$ cat src/rtl/odq_pkg.sv
// ----------------------------------------------------------------------------
// odq_pkg: shared types and constants of the ordered-dither palette quantizer
// Item record carried along the cell chain, palette geometry, CSR codes.
// ----------------------------------------------------------------------------
package odq_pkg;

   localparam int PALETTE_DEPTH = 256;
   localparam int FIRST_ENTRY   = 4;
   localparam int CELL_COUNT    = PALETTE_DEPTH - FIRST_ENTRY;
   localparam int INDEX_WIDTH   = 8;
   localparam int COLOR_WIDTH   = 8;
   localparam int COUNT_WIDTH   = 9;
   localparam int SUM_WIDTH     = 10;   // signed, covers -15..270
   localparam int SQ_WIDTH      = 17;   // one squared channel difference
   localparam int DIST_WIDTH    = 18;   // sum of three squares

   localparam logic [COUNT_WIDTH-1:0] COUNT_RESET = 9'd5;

   // CSR register index (byte address / 4)
   localparam logic REG_PALETTE_COUNT = 1'b0;

   // tuser codes of the request channel
   localparam logic MODE_WRITE = 1'b0;
   localparam logic MODE_PIXEL = 1'b1;

   typedef logic signed [SUM_WIDTH-1:0] odq_sum_type;

   typedef struct packed {
      logic                    valid;
      logic                    pixel;        // 1: pixel, 0: palette write
      logic                    opaque;
      logic [INDEX_WIDTH-1:0]  entry_index;
      odq_sum_type             red;
      odq_sum_type             green;
      odq_sum_type             blue;
      logic [INDEX_WIDTH-1:0]  best_index;
      logic [DIST_WIDTH-1:0]   best_dist;
   } odq_item_type;

endpackage

$ cat src/rtl/odq_cell.sv
// ----------------------------------------------------------------------------
// odq_cell: one palette cell of the search chain
// Holds one palette entry; stage A takes writes and forms the distance,
// stage B keeps the running best.
// ----------------------------------------------------------------------------
module odq_cell (
   input  logic                   clock,
   input  logic                   reset,
   input  logic                   advance,
   input  logic [7:0]             cell_idx,
   input  logic [8:0]             palette_count,
   input  odq_pkg::odq_item_type  item_in,
   output odq_pkg::odq_item_type  item_out
);
   import odq_pkg::*;

   logic [3*COLOR_WIDTH-1:0]  entry_ff;
   odq_sum_type               diff_r;
   odq_sum_type               diff_g;
   odq_sum_type               diff_b;
   logic [SQ_WIDTH-1:0]       sq_r;
   logic [SQ_WIDTH-1:0]       sq_g;
   logic [SQ_WIDTH-1:0]       sq_b;
   logic [DIST_WIDTH-1:0]     dist_in;
   logic [DIST_WIDTH-1:0]     dist_ff;
   odq_item_type              a_ff;
   odq_item_type              b_ff;
   odq_item_type              b_in;
   logic                      first;
   logic                      active;
   logic                      take;

   assign diff_r = $signed({2'b00, entry_ff[23:16]}) - item_in.red;
   assign diff_g = $signed({2'b00, entry_ff[15:8]})  - item_in.green;
   assign diff_b = $signed({2'b00, entry_ff[7:0]})   - item_in.blue;
   assign sq_r   = SQ_WIDTH'(diff_r) * SQ_WIDTH'(diff_r);
   assign sq_g   = SQ_WIDTH'(diff_g) * SQ_WIDTH'(diff_g);
   assign sq_b   = SQ_WIDTH'(diff_b) * SQ_WIDTH'(diff_b);
   assign dist_in = DIST_WIDTH'(sq_r) + DIST_WIDTH'(sq_g) + DIST_WIDTH'(sq_b);

   // stage A: capture a write addressed here, register the distance
   always_ff @(posedge clock) begin
      if (advance && item_in.valid && !item_in.pixel && (item_in.entry_index == cell_idx)) begin
         entry_ff <= {item_in.red[7:0], item_in.green[7:0], item_in.blue[7:0]};
      end
   end

   always_ff @(posedge clock) begin
      if (advance) begin
         dist_ff <= dist_in;
      end
   end

   always_ff @(posedge clock) begin
      if (reset) begin
         a_ff.valid <= 1'b0;
      end else if (advance) begin
         a_ff <= item_in;
      end
   end

   // stage B: the first searched entry always seeds the best, strict less wins
   assign first  = (cell_idx == 8'(FIRST_ENTRY));
   assign active = ({1'b0, cell_idx} < palette_count);
   assign take   = a_ff.valid && a_ff.pixel && (first || (active && (dist_ff < a_ff.best_dist)));

   always_comb begin
      b_in = a_ff;
      if (take) begin
         b_in.best_index = cell_idx;
         b_in.best_dist  = dist_ff;
      end
   end

   always_ff @(posedge clock) begin
      if (reset) begin
         b_ff.valid <= 1'b0;
      end else if (advance) begin
         b_ff <= b_in;
      end
   end

   assign item_out = b_ff;

endmodule
$ cat config.mk
export PLATFORM = sky130hd
export DESIGN_NAME = odq_cell
export DESIGN_NICKNAME = d
export VERILOG_FILES = /design/src/rtl/odq_pkg.sv /design/src/rtl/odq_cell.sv
export SDC_FILE = /design/constraint.sdc
export NUM_CORES = 1
export LEC_CHECK = 0
export ABC_CLOCK_PERIOD_IN_PS = 14600
export BUFFER_PORTS_ARGS = -buffer_cell sky130_fd_sc_hd__clkbuf_2
export CAP_MARGIN = 40
export CELL_PAD_IN_SITES_DETAIL_PLACEMENT = 0
export CELL_PAD_IN_SITES_GLOBAL_PLACEMENT = 2
export CORE_MARGIN = 2
export CORE_UTILIZATION = 25
export CTS_CLUSTER_SIZE = 14
export DETAILED_ROUTE_END_ITERATION = 8
export PLACE_DENSITY = 0.54
export SYNTH_ARGS = -nofsm -noshare
export SYNTH_HDL_FRONTEND = slang
export SYNTH_SLANG_ARGS = --single-unit
$ cat constraint.sdc
create_clock -name clock -period 14.6 [get_ports clock]
set_input_delay 2.92 -clock clock [delete_from_list [all_inputs] [get_ports clock]]
set_output_delay 2.92 -clock clock [all_outputs]
set_load 0.02 [all_outputs]
# After elaboration in Yosys (flattened, before gate mapping)
# Cells that the tools add are included.
[op_classes]
addsub = 5
n_mul = 3
div = 0
n_lt_le_gt_ge = 2
eq_ne = 2
shift = 0
n_mux = 1
bitwise_logic = 1
n_reduce_logical = 9
[op_table]
columns = ["cell", "count"]
rows = [
  ["multiplier 10 x 10 -> 17 bit", 3],
  ["subtractor 9 x 10 -> 10 bit", 3],
  ["2-to-1 mux 26 bit", 1],
  ["adder 17 x 17 -> 18 bit", 1],
  ["adder 18 x 17 -> 18 bit", 1],
  ["less-than comparator 18 bit", 1],
  ["less-than comparator 8 x 9 -> 1 bit", 1],
  ["== test 8 x 3 -> 1 bit, second input constant", 1],
  ["== test 8 bit", 1],
  ["logical AND 1 bit", 6],
  ["AND reduction 2 bit", 1],
  ["logical NOT 1 bit", 1],
  ["logical OR 1 bit", 1],
  ["inverter 1 bit", 1],
]
[word_totals]
ff_bits = 176
latch_bits = 0
mem_bits_rw = 0
rom_bits = 0
output_inout_bits = 67
memories = 0

# Depth between registers and ports, before layout
[depth]
depth_word = 5
ltp_mapped = 36

# Least setup slack after synthesis
# Ideal clock, no wire load.
[synth_path]
kind = "input -> register"
start = "input port item_in[46] (netlist bit)"
end = "register dist_ff[17] (data pin)"
setup_time_ns = 0.207
t_arrival_ns = 10.219
setup_slack_ns = 4.174
cell_stages = 29
path_buffers = 0
path_cell_list = "ha_1 -> inv_1 -> fa_1 -> a21o_1 -> a221oi_2 -> o21bai_1 -> a21oi_2 -> xnor2_1 -> nor2_1 -> fa_1 -> fa_1 -> fa_1 -> inv_1 -> fa_1 -> fa_1 -> inv_1 -> ha_1 -> and2_1 -> a31o_2 -> a311oi_2 -> xor2_1 -> fa_1 -> inv_1 -> ha_1 -> nand2_1 -> o21ai_0 -> o41ai_2 -> mux2i_1 -> a2111oi_0"
[synth_between]
elab_chain_len = 4
[synth_lines]
columns = ["element", "line", "text"]
rows = [
  ["start: declaration", "odq_cell.sv:12", "input odq_pkg::odq_item_type item_in,"],
  ["subtractor 9 x 10 -> 10 bit", "odq_cell.sv:33", "assign diff_r = $signed({2'b00, entry_ff[23:16]}) - item_in.red;"],
  ["multiplier 10 x 10 -> 17 bit", "odq_cell.sv:36", "assign sq_r = SQ_WIDTH'(diff_r) * SQ_WIDTH'(diff_r);"],
  ["adder 17 x 17 -> 18 bit", "odq_cell.sv:39", "assign dist_in = DIST_WIDTH'(sq_r) + DIST_WIDTH'(sq_g) + DIST_WIDTH'(sq_b);"],
  ["adder 18 x 17 -> 18 bit", "odq_cell.sv:39", ""],
  ["named net dist_in[17]", "odq_cell.sv:24", "logic [DIST_WIDTH-1:0] dist_in;"],
  ["end signal: assignment", "odq_cell.sv:50", "dist_ff <= dist_in;"],
  ["end: declaration", "odq_cell.sv:25", "logic [DIST_WIDTH-1:0] dist_ff;"],
]
# The timed path passes the listed nets, and every way through them passes these cells.
# A chain may end at the register's enable or synchronous reset.

# Worst setup path in the final report
# Same ends and word-level chain as after synthesis.

==> out/metrics.cfg <==
[placement]
hpwl_microns=33500
gp_congestion=0.758
portBuffers=153

[routing]
drt-pass1-iter-count=4
drt_iter0_drc=485
postRouteWirelength_microns=40500
avgRoutedWirePerCell_microns=14.9
drcViolationCount=0
postRouteAntennaNets=0
viasPerCell=4.00
vias=10881

[floorplan]
rows=96
die_area_sq_um=71800
initial_core_util=0.253
core_sq_um=68800
die_width_microns=268
num_io_pins=154
die_h_microns=268

[synthesis]
yosys_warnings=0
synth_area_sq_um=17400
synth_top_family_by_area=adder cells
synth_edf_count=174
syn_nets=2089
synth_top_area_cell=edfxtp_1
netlist_instances=1602
synth-xor-area-share=0.0626
synthDistinctLibCells=72
yosysSeqAreaShare=0.302
yosys.area_share.simple=0.0759
syn_avg_cell_area_sq_um=10.9
synth_compound_area_frac=0.0675
async_flop_share=0
synth_area_leaders=edfxtp_1 30%, fa_1 25%, ha_1 13%
synth_fa_ha_area_frac=0.381
ys_seq_elements=176
yosysTopAreaCellShare=0.300
ys.flop_type=edfxtp_1
synthMuxAreaShare=0.0167

[critical_path]
cp.required_ns=14.86
arrival_ns=11.11
slowest_stage=fa_1
crit_path_end_kind=register
cpPeakStageDelay_ns=0.61
path_common_cell=fa_1
ff2ff_path_depth=30
path_max_fanout=5
worstSetupPathType=input pin to register
cp-start-kind=input pin

[sta]
finalClockSkew_ns=0.0141
tns_ns=0
final.period_utilization=0.743
finalHoldViolCount=0
setup_viol=0
slew_violations=0
worst_pin_slew_ns=0.866
rsz0062_at_grt=false
fin_crit_ns=10.85
max_slew_margin=0.423
max_freq_ghz=0.0921

[global_route]
use_met3=0.0199
grt_max_degree=63
antenna_found_initial=0
first_global_vias=12077
grt_use_met2=0.208
grt.busiest_layer=met2
use_met1=0.156
grt_usage=0.120
grt-ovfl-total=0
grt_pass1_wl_microns=65900

[run_status]
run_status=finished clean

[cts]
clock_latency_ns=0.48
post_cts_buffers=0
numCtsBuffers=17
root_buffer=clkbuf_16
cts_max_path_buffers=2
cts_tree=yes
cts_resized=0
cts_hold_buf=0
htree_levels=4
cts.sinks=176
clkSlewWorstSetupHoldPaths_ns=0.08

[job]
drv_cap=0

[layout]
drive_above_1_share=0.147
n_antenna_cell=0
final_cell_mix=416 x inv_1, 218 x fa_1, 182 x ha_1
fillCellCount=7249
finish.utilization=0.290
syn_to_final_growth_pct=14.6
final_common_cell=inv_1
fin_nets=2261

[min_path]
hold_depth=0
hold_path_class=register to register

==> cell type report <==
| class | count | area (sq um) | share of cell area |
|---|---|---|---|
| Multi-Input combinational cell | 997 | 10500 | 0.528 |
| Clock inverter | 14 | 159 | 0.00796 |
| Sequential cell | 176 | 5270 | 0.264 |
| Tap cell | 931 | 1160 | 0.0584 |
| Inverter | 423 | 1590 | 0.0795 |
| Clock buffer | 18 | 439 | 0.0220 |
| Timing Repair Buffer | 159 | 811 | 0.0406 |
==> registers in the layout, summed over array words and instances, names as in the netlist <==
name and count:
entry_ff 24, dist_ff 18, a_ff 67, item_out 67
==> synthesized netlist by cell type (all sizes together) (18+ instances only) <==
library cell	n
xnor2	79
nor2	125
o21ai	27
fa	218
a21o	25
mux2	19
a21oi	49
nand2	84
nor2b	18
xor2	36
edfxtp	174
ha	182
nor3	20
inv	418
==> layer usage <==
| layer | part of all wire | up-vias |
|---|---|---|
| li1 | - | 5405 |
| met1 | 0.47 | 5370 |
| met2 | 0.50 | 88 |
| met3 | 0.021 | 18 |
| met4 | 0.0098 | 0 |
| met5 | 0 | - |
==> kinds of logic (layout without fill, tap and decap cells) <==
logic type	Yosys count	count (layout)
buffers and inverters	429	614
and+or+nand+nor	298	298
AOI/OAI and AO/OA	159	159
xor gates and xnor gates	117	117
DFF	176	176
adders and majority gates	400	400
muxes	23	23
==> worst paths after layout <==
kind                                   start            to  slack (ns)
worst min register to register      a_ff[57]  item_out[57]        0.42
worst max register to register  entry_ff[16]   dist_ff[17]        5.88
worst min-delay path                a_ff[57]  item_out[57]        0.42
worst max-delay path             item_in[46]   dist_ff[17]        3.75
==> stage by stage <==
stage	worst slack [ns]	hold slack [ns]	cells	cell area (sq um)
floorplan	4.17	0.400	1602	17400
global placement	3.32	0.400	2685	19400
detailed placement	3.17	0.405	2685	19400
CTS	3.74	0.423	2717	20000
global route	3.16	0.421	2718	20000
finish	3.75	0.420	2718	20000
==> critical path, delay by kind of cell <==
| kind | cells | cell delay, ns |
|---|---|---|
| xor gates and xnor gates | 2 | 0.48 |
| buffers and inverters | 5 | 0.30 |
| and+or+nand+nor | 3 | 0.50 |
| AOI/OAI and AO/OA | 9 | 2.41 |
| muxes | 1 | 0.13 |
| adders and majority gates | 10 | 4.38 |
Power is not shown: default switching activity piles up to over one toggle a cycle in this logic, so the estimate is an artifact.
