==> src/rtl/odq_pkg.sv <==
// ----------------------------------------------------------------------------
// odq_pkg: shared types and constants of the ordered-dither palette quantizer
// Item record carried along the cell chain, palette geometry, CSR codes.
// ----------------------------------------------------------------------------
package odq_pkg;

   localparam int PALETTE_DEPTH = 256;
   localparam int FIRST_ENTRY   = 4;
   localparam int CELL_COUNT    = PALETTE_DEPTH - FIRST_ENTRY;
   localparam int INDEX_WIDTH   = 8;
   localparam int COLOR_WIDTH   = 8;
   localparam int COUNT_WIDTH   = 9;
   localparam int SUM_WIDTH     = 10;   // signed, covers -15..270
   localparam int SQ_WIDTH      = 17;   // one squared channel difference
   localparam int DIST_WIDTH    = 18;   // sum of three squares

   localparam logic [COUNT_WIDTH-1:0] COUNT_RESET = 9'd5;

   // CSR register index (byte address / 4)
   localparam logic REG_PALETTE_COUNT = 1'b0;

   // tuser codes of the request channel
   localparam logic MODE_WRITE = 1'b0;
   localparam logic MODE_PIXEL = 1'b1;

   typedef logic signed [SUM_WIDTH-1:0] odq_sum_type;

   typedef struct packed {
      logic                    valid;
      logic                    pixel;        // 1: pixel, 0: palette write
      logic                    opaque;
      logic [INDEX_WIDTH-1:0]  entry_index;
      odq_sum_type             red;
      odq_sum_type             green;
      odq_sum_type             blue;
      logic [INDEX_WIDTH-1:0]  best_index;
      logic [DIST_WIDTH-1:0]   best_dist;
   } odq_item_type;

endpackage

==> src/rtl/odq_front.sv <==
// ----------------------------------------------------------------------------
// odq_front: dither front stage
// Looks up the Bayer level, decides opacity, applies the color offset.
// ----------------------------------------------------------------------------
module odq_front (
   input  logic                 clock,
   input  logic                 reset,
   input  logic                 advance,
   input  logic                 in_valid,
   input  logic                 in_mode,
   input  logic [7:0]           in_entry_index,
   input  logic [7:0]           in_red,
   input  logic [7:0]           in_green,
   input  logic [7:0]           in_blue,
   input  logic [7:0]           in_alpha,
   input  logic [6:0]           in_column,
   input  logic [6:0]           in_row,
   output odq_pkg::odq_item_type item_out
);
   import odq_pkg::*;

   logic [3:0]         x_pos;
   logic [3:0]         y_pos;
   logic [3:0]         xy_pos;
   logic [7:0]         level;
   logic [16:0]        opacity_sum;
   logic               opaque;
   logic signed [9:0]  level_centered;
   logic signed [17:0] offset_scaled;
   logic signed [17:0] offset_rounded;
   logic signed [4:0]  offset;
   odq_item_type       item_ff;
   odq_item_type       item_in;

   assign x_pos  = in_column[3:0];
   assign y_pos  = in_row[3:0];
   assign xy_pos = x_pos ^ y_pos;

   // interleave: lowest coordinate bit lands in the top level bits
   assign level = {xy_pos[0], y_pos[0], xy_pos[1], y_pos[1],
                   xy_pos[2], y_pos[2], xy_pos[3], y_pos[3]};

   assign opacity_sum = {1'b0, in_alpha, 8'd0} + {1'b0, level, 8'd0} - {9'd0, level};
   assign opaque      = (in_alpha != 8'd0) && (opacity_sum >= 17'd65280);

   // offset = 255*(k-128)/2048, truncated toward zero
   assign level_centered = $signed({2'b00, level}) - 10'sd128;
   assign offset_scaled  = (18'(level_centered) <<< 8) - 18'(level_centered);
   assign offset_rounded = offset_scaled[17] ? offset_scaled + 18'sd2047 : offset_scaled;
   assign offset         = 5'(offset_rounded >>> 11);

   always_comb begin
      item_in             = '0;
      item_in.valid       = in_valid;
      item_in.pixel       = (in_mode == MODE_PIXEL);
      item_in.opaque      = opaque;
      item_in.entry_index = in_entry_index;
      if (in_mode == MODE_PIXEL) begin
         item_in.red   = $signed({2'b00, in_red})   + SUM_WIDTH'(offset);
         item_in.green = $signed({2'b00, in_green}) + SUM_WIDTH'(offset);
         item_in.blue  = $signed({2'b00, in_blue})  + SUM_WIDTH'(offset);
      end else begin
         item_in.red   = $signed({2'b00, in_red});
         item_in.green = $signed({2'b00, in_green});
         item_in.blue  = $signed({2'b00, in_blue});
      end
   end

   always_ff @(posedge clock) begin
      if (reset) begin
         item_ff.valid <= 1'b0;
      end else if (advance) begin
         item_ff <= item_in;
      end
   end

   assign item_out = item_ff;

endmodule

==> config.mk <==
export PLATFORM = sky130hd
export DESIGN_NAME = odq_front
export DESIGN_NICKNAME = d
export VERILOG_FILES = /design/src/rtl/odq_pkg.sv /design/src/rtl/odq_front.sv
export SDC_FILE = /design/constraint.sdc
export NUM_CORES = 1
export LEC_CHECK = 0
export BUFFER_PORTS_ARGS = -buffer_cell sky130_fd_sc_hd__buf_2
export CORE_MARGIN = 2
export CORE_UTILIZATION = 56
export CTS_CLUSTER_DIAMETER = 30
export DETAILED_ROUTE_END_ITERATION = 6
export PLACE_DENSITY = 0.87
export SYNTH_ARGS = -nofsm -noshare
export SYNTH_HDL_FRONTEND = slang
export SYNTH_SLANG_ARGS = --single-unit
==> constraint.sdc <==
create_clock -name clock -period 8.4 [get_ports clock]
set_input_delay 1.68 -clock clock [delete_from_list [all_inputs] [get_ports clock]]
set_output_delay 1.68 -clock clock [all_outputs]
set_load 0.01 [all_outputs]
=== Yosys cells after proc, flatten, opt, wreduce, memory -nomap -nowiden ===
Index checks and enable logic that the tools add are counted.

* Add/sub/neg operators: 8
* Magnitude comparators: 1
* Multiplexer cells: 2
* Bitwise operators: 2
* Reductions and logical operators: 3

{| class="wikitable"
|+ Operators with widths
! cell !! count
|-
| 9-bit by 5-bit adder with 10-bit output || 3
|-
| 28-bit two-way mux || 1
|-
| 17-bit by 9-bit subtractor with 18-bit output || 1
|-
| 16-bit by 16-bit adder with 17-bit output || 1
|-
| 17-bit by 16-bit >= comparator with 1-bit output (second input constant) || 1
|-
| 17-bit by 8-bit subtractor with 17-bit output || 1
|-
| 16-bit by 12-bit adder with 16-bit output (second input constant) || 1
|-
| 16-bit two-way mux || 1
|-
| 8-bit by 8-bit subtractor with 9-bit output (second input constant) || 1
|-
| 8-bit nonzero test || 1
|-
| 4-bit bitwise XOR || 1
|-
| 2-bit AND reduction || 1
|-
| 1-bit logical AND || 1
|-
| 1-bit inverter || 1
|}

* Register bits after elaboration: 41
* Input bits: 59
* Output and inout port bits: 67
* Logic and storage cells: 26

=== Depth between registers and ports, before layout ===
* Word-level depth: 7
* Gate-level depth with buffers: 19

=== Worst setup path after synthesis ===
OpenSTA, ideal clock, no wires.

* Path kind: input to register
* Start: input port in_row[0]
* End: register item_ff (netlist bit item_out[45]) (data pin)
* Library setup time: 0.263 ns
* Arrival: 5.763 ns
* Data required time: 8.137 ns
* Setup slack: 2.374 ns
* Stages: 18
* Path buffers: 2
* Path through: inv_1 > ha_1 > ha_1 > clkbuf_1 > nor2b_1 > a2111oi_0 > o211ai_2 > o31ai_1 > buf_2 > nor3_1 > nor2_1 > ha_1 > o21ai_0 > a31oi_1 > o41a_1 > o211a_1 > a31oi_1 > nand3_1

* Cells in the longest elaborated chain, start to end: 6

{| class="wikitable"
|+ Ends and longest elaborated chain
! element !! RTL line !! source
|-
| start: declaration || odq_front.sv:17 || <nowiki>input logic [6:0] in_row,</nowiki>
|-
| 4-bit bitwise XOR || odq_front.sv:37 || <nowiki>assign xy_pos = x_pos ^ y_pos;</nowiki>
|-
| 8-bit by 8-bit subtractor with 9-bit output * || odq_front.sv:47 || <nowiki>assign level_centered = $signed({2'b00, level}) - 10'sd128;</nowiki>
|-
| 17-bit by 9-bit subtractor with 18-bit output * || odq_front.sv:48 || <nowiki>assign offset_scaled = (18'(level_centered) <<< 8) - 18'(level_centered);</nowiki>
|-
| 16-bit by 12-bit adder with 16-bit output || odq_front.sv:49 || <nowiki>assign offset_rounded = offset_scaled[17] ? offset_scaled + 18'sd2047 : offset_scaled;</nowiki>
|-
| 16-bit two-way mux * || odq_front.sv:49 ||
|-
| 9-bit by 5-bit adder with 10-bit output * || odq_front.sv:60 || <nowiki>item_in.green = $signed({2'b00, in_green}) + SUM_WIDTH'(offset);</nowiki>
|-
| end signal: assignment || odq_front.sv:73 || <nowiki>item_ff <= item_in;</nowiki>
|-
| end: declaration || odq_front.sv:32 || <nowiki>odq_item_type item_ff;</nowiki>
|}

Mark *: on every way between the ends. The rest lies on a longest branch, timed or not.
A chain may end at the register's enable or synchronous reset.

=== Worst setup path in the final report ===
* Start: input port in_row[0]
* End: register item_ff (netlist bit item_out[35]) (data pin)

* Cells in the longest elaborated chain, start to end: 6

{| class="wikitable"
|+ Ends and longest elaborated chain
! element !! RTL line !! source
|-
| 4-bit bitwise XOR || odq_front.sv:37 ||
|-
| 8-bit by 8-bit subtractor with 9-bit output * || odq_front.sv:47 ||
|-
| 17-bit by 9-bit subtractor with 18-bit output * || odq_front.sv:48 ||
|-
| 16-bit by 12-bit adder with 16-bit output || odq_front.sv:49 ||
|-
| 16-bit two-way mux * || odq_front.sv:49 ||
|-
| 9-bit by 5-bit adder with 10-bit output * || odq_front.sv:61 || <nowiki>item_in.blue = $signed({2'b00, in_blue}) + SUM_WIDTH'(offset);</nowiki>
|}

Marks and branches as above.

==> impl_metrics.toml <==
[status]
status = "finished, final reports clean"

[synth]
ys_warn_count = 0
synth_cells = 485
synth_xor_xnor_area_share = 0.07167
main_synth_ff_type = "sky130_fd_sc_hd__edfxtp_1"
synth-compound-area-share = 0.1738
post_synth.cell_area_avg_um2 = 9.071
synth-edff-count = 40
postSynthRegisterBits = 41
asyncSetResetFlopFracSynth = 0
main_combinational_cell_family_by_area_after_synthesis = "adder cells"
synth_mux_area_frac = 0.04522
seq_area_frac_synth = 0.2776
ys_types = 59
synthAdderAreaFrac = 0.1780
syn_area_um2 = 4399
yosys.area_share.simple = 0.1618

[global_route]
groute.usage.overall = 0.2388
gr-usage-met3 = 0.02929
top_usage_layer = "met2"
global_route.usage.met2 = 0.4319
grt_pass1_wl_um = 16660
largest_net_degree_at_the_start_of_global_routing = 41
first_global_vias = 3698
antenna_violations_before_repair = 0
globalRouteOverflowTotal = 0
globalRouteMet1Util = 0.2838

[floorplanning]
dieArea_um2 = 8580
die-width_um = 92.63
pin_count = 126
floorplan.die.height_um = 92.63
coreArea_um2 = 7687
initial_utilization = 0.5723
placement_rows = 32

[setup_path]
worstPathRequired_ps = 8570
slowest_stage = "sky130_fd_sc_hd__xor2_1"
cp_num_buf_inv = 2
kind_of_end_point_of_the_critical_path = "flip-flop"
cell_repeated_most_along_the_worst_path = "sky130_fd_sc_hd__ha_1"
timing.critical_path.slowest_cell_delay_ps = 790
worstPathCellList = "buf_2, inv_1, ha_1, ha_1, o211a_1, a31oi_1, a21oi_1, a211oi_1, xor2_1, xnor2_1, ha_1, nand2_1, a31oi_1, o221a_2, nand2_1, or4_1, nand3_1"
worstSetupPathType = "in2reg"
path_delay_family = "adder cells"
cp.arrival_ps = 6850
crit_path_max_fanout = 23
critPathLaunchType = "input pin"

[route]
viasPerCell = 5.807
via_count = 3914
detail_route.drc_violations = 0
antenna_left = 0
drt_iter0_drc = 339
detailed_routing_iterations_pass_1 = 6
detail_route.wirelength_um = 10240
drt-wirelength-per-cell_um = 15.19

[layout]
regArea_um2 = 1221
antenna_cells_inserted = 0
fin_util = 0.6475
n_fill_cell = 634
largest_register_ffs = 41
post_route_cells_drive_above_1_share = 0.2273
nNetsFinal = 690
area_delta_synth_final_pct = 13.14
multi_input_area_um2 = 2879

[timing]
timing.clock.skew_ps = 0
final_total_negative_setup_slack_ps = 0
final-hold-violation-count = 0
final-max-slew-violation-count = 0
min_period_over_period = 0.7944
relSlewSlack = 0.2576
min_period_ps = 6673
fmaxAchievable_mhz = 149.9
unrepaired_setup_endpoints_after_global_routing = "no"
timing.final.setup_violations = 0
worstMarginPinSlew_ps = 1111

[clocking]
cts_hold_repair.buffers = 0
htree_num_levels = 2
cts_sinks = 41
tritoncts.num_buffers = 5
post_cts_resized = 0
clk_pin_slew_ps = 90
post_cts.repair.setup_buffers = 0
cts_root_buffer = "sky130_fd_sc_hd__clkbuf_8"
tritoncts_clock_tree = "yes"
clk-insertion-delay-late_ps = 300
clk_path_buf_depth = 2

[hold_path]
hp-class = "reg2reg"

[pwr]
leakage_power_uw = 0.002255
worst_ir_drop_vdd_uv = 90.21
power.density_nw_per_um2 = 225.6
totalPowerFinal_uw = 1123

[place]
replace_congestion = 0.9023
place_hpwl_um = 7868
portBuffers = 93

[run]
cap_violations = 0
==> final timing paths <==
path	from	to	slack (ps)	cells past startpoint
max reg2reg	item_out[66]	item_out[66]	7760	2
max	in_row[0]	item_out[35]	1730	17
min reg2reg	item_out[66]	item_out[66]	560	2
min	item_out[66]	item_out[66]	560	2
==> power by group <==
part,total [uW],switching (uW),internal [uW]
Clock,195,75.6,120
Sequential,278,6.23,272
Combinational,649,376,273
==> synth_stat cells (all sizes together), types with 2 or more instances <==
cell | n | area share
a21boi | 2 | 0.0034
nor4 | 5 | 0.011
o211ai | 12 | 0.022
a31oi | 12 | 0.017
or3 | 2 | 0.0028
nand3 | 17 | 0.019
edfxtp | 40 | 0.27
nor3 | 14 | 0.016
mux2i | 3 | 0.0068
o21ai | 16 | 0.018
nor2 | 42 | 0.036
o41ai | 2 | 0.0057
or2 | 4 | 0.0063
nand4 | 3 | 0.0043
or4 | 6 | 0.010
o21a | 5 | 0.0085
xnor2 | 24 | 0.048
a21oi | 30 | 0.034
inv | 35 | 0.030
buf | 32 | 0.053
o41a | 2 | 0.0051
nor3b | 5 | 0.0085
o211a | 4 | 0.0091
mux2 | 15 | 0.038
fa | 3 | 0.014
a21o | 10 | 0.017
a211oi | 4 | 0.0068
and3 | 2 | 0.0028
xor2 | 12 | 0.024
nor2b | 4 | 0.0057
nand4b | 3 | 0.0060
clkbuf | 9 | 0.0080
nand2 | 27 | 0.023
o31ai | 4 | 0.0068
ha | 57 | 0.16
o21bai | 2 | 0.0034
==> tightest hold or removal path, cell delays in order (launching register included) <==
cell,delay (ps)
sky130_fd_sc_hd__dfxtp_1,350
sky130_fd_sc_hd__mux2i_1,90
sky130_fd_sc_hd__nor2_1,90
==> stage by stage <==
stage	hold WS [ps]	setup slack [ps]	instance area, um2	std cells
global route	577.1	1152	4977	674
global placement	473.9	1667	4840	666
CTS	564.5	1755	4977	674
floorplan	527.9	2374	4493	510
detailed placement	543.2	1491	4840	666
finish	559.1	1727	4977	674
==> logic make-up after synthesis <==
family          Yosys count
simple gates            139
compound gates          113
buf+inv                  76
fa+ha+maj                61
flops                    41
xor+xnor                 36
mux                      18
other cells               1
==> layout make-up <==
cell class,count,share of cell area
Timing Repair Buffer,95,0.09653
Multi-Input combinational cell,393,0.5784
Sequential cell,41,0.2453
Clock inverter,3,0.01383
Inverter,35,0.02640
Tap cell,102,0.02564
Clock buffer,5,0.01383
==> cells in the final DEF (no fill, tap or decap), drive strengths merged, types with 15 or more instances in the layout <==
cell type and instances:
buf 95, ha 57, nor2 42, edfxtp 40
inv 36, a21oi 30, nand2 27, conb 26
xnor2 24, nand3 17, o21ai 16, mux2 15
==> metal layers <==
layer / share of wire / vias to the layer above / routed length [um]
met3: 0.065 / 27 / 669
met1: 0.40 / 1801 / 4082
li1: - / 1897 / -
met4: 0.030 / 0 / 306
met5: 0 / - / 0
met2: 0.51 / 189 / 5181
Note: power is estimated with default switching activity, not from simulation.
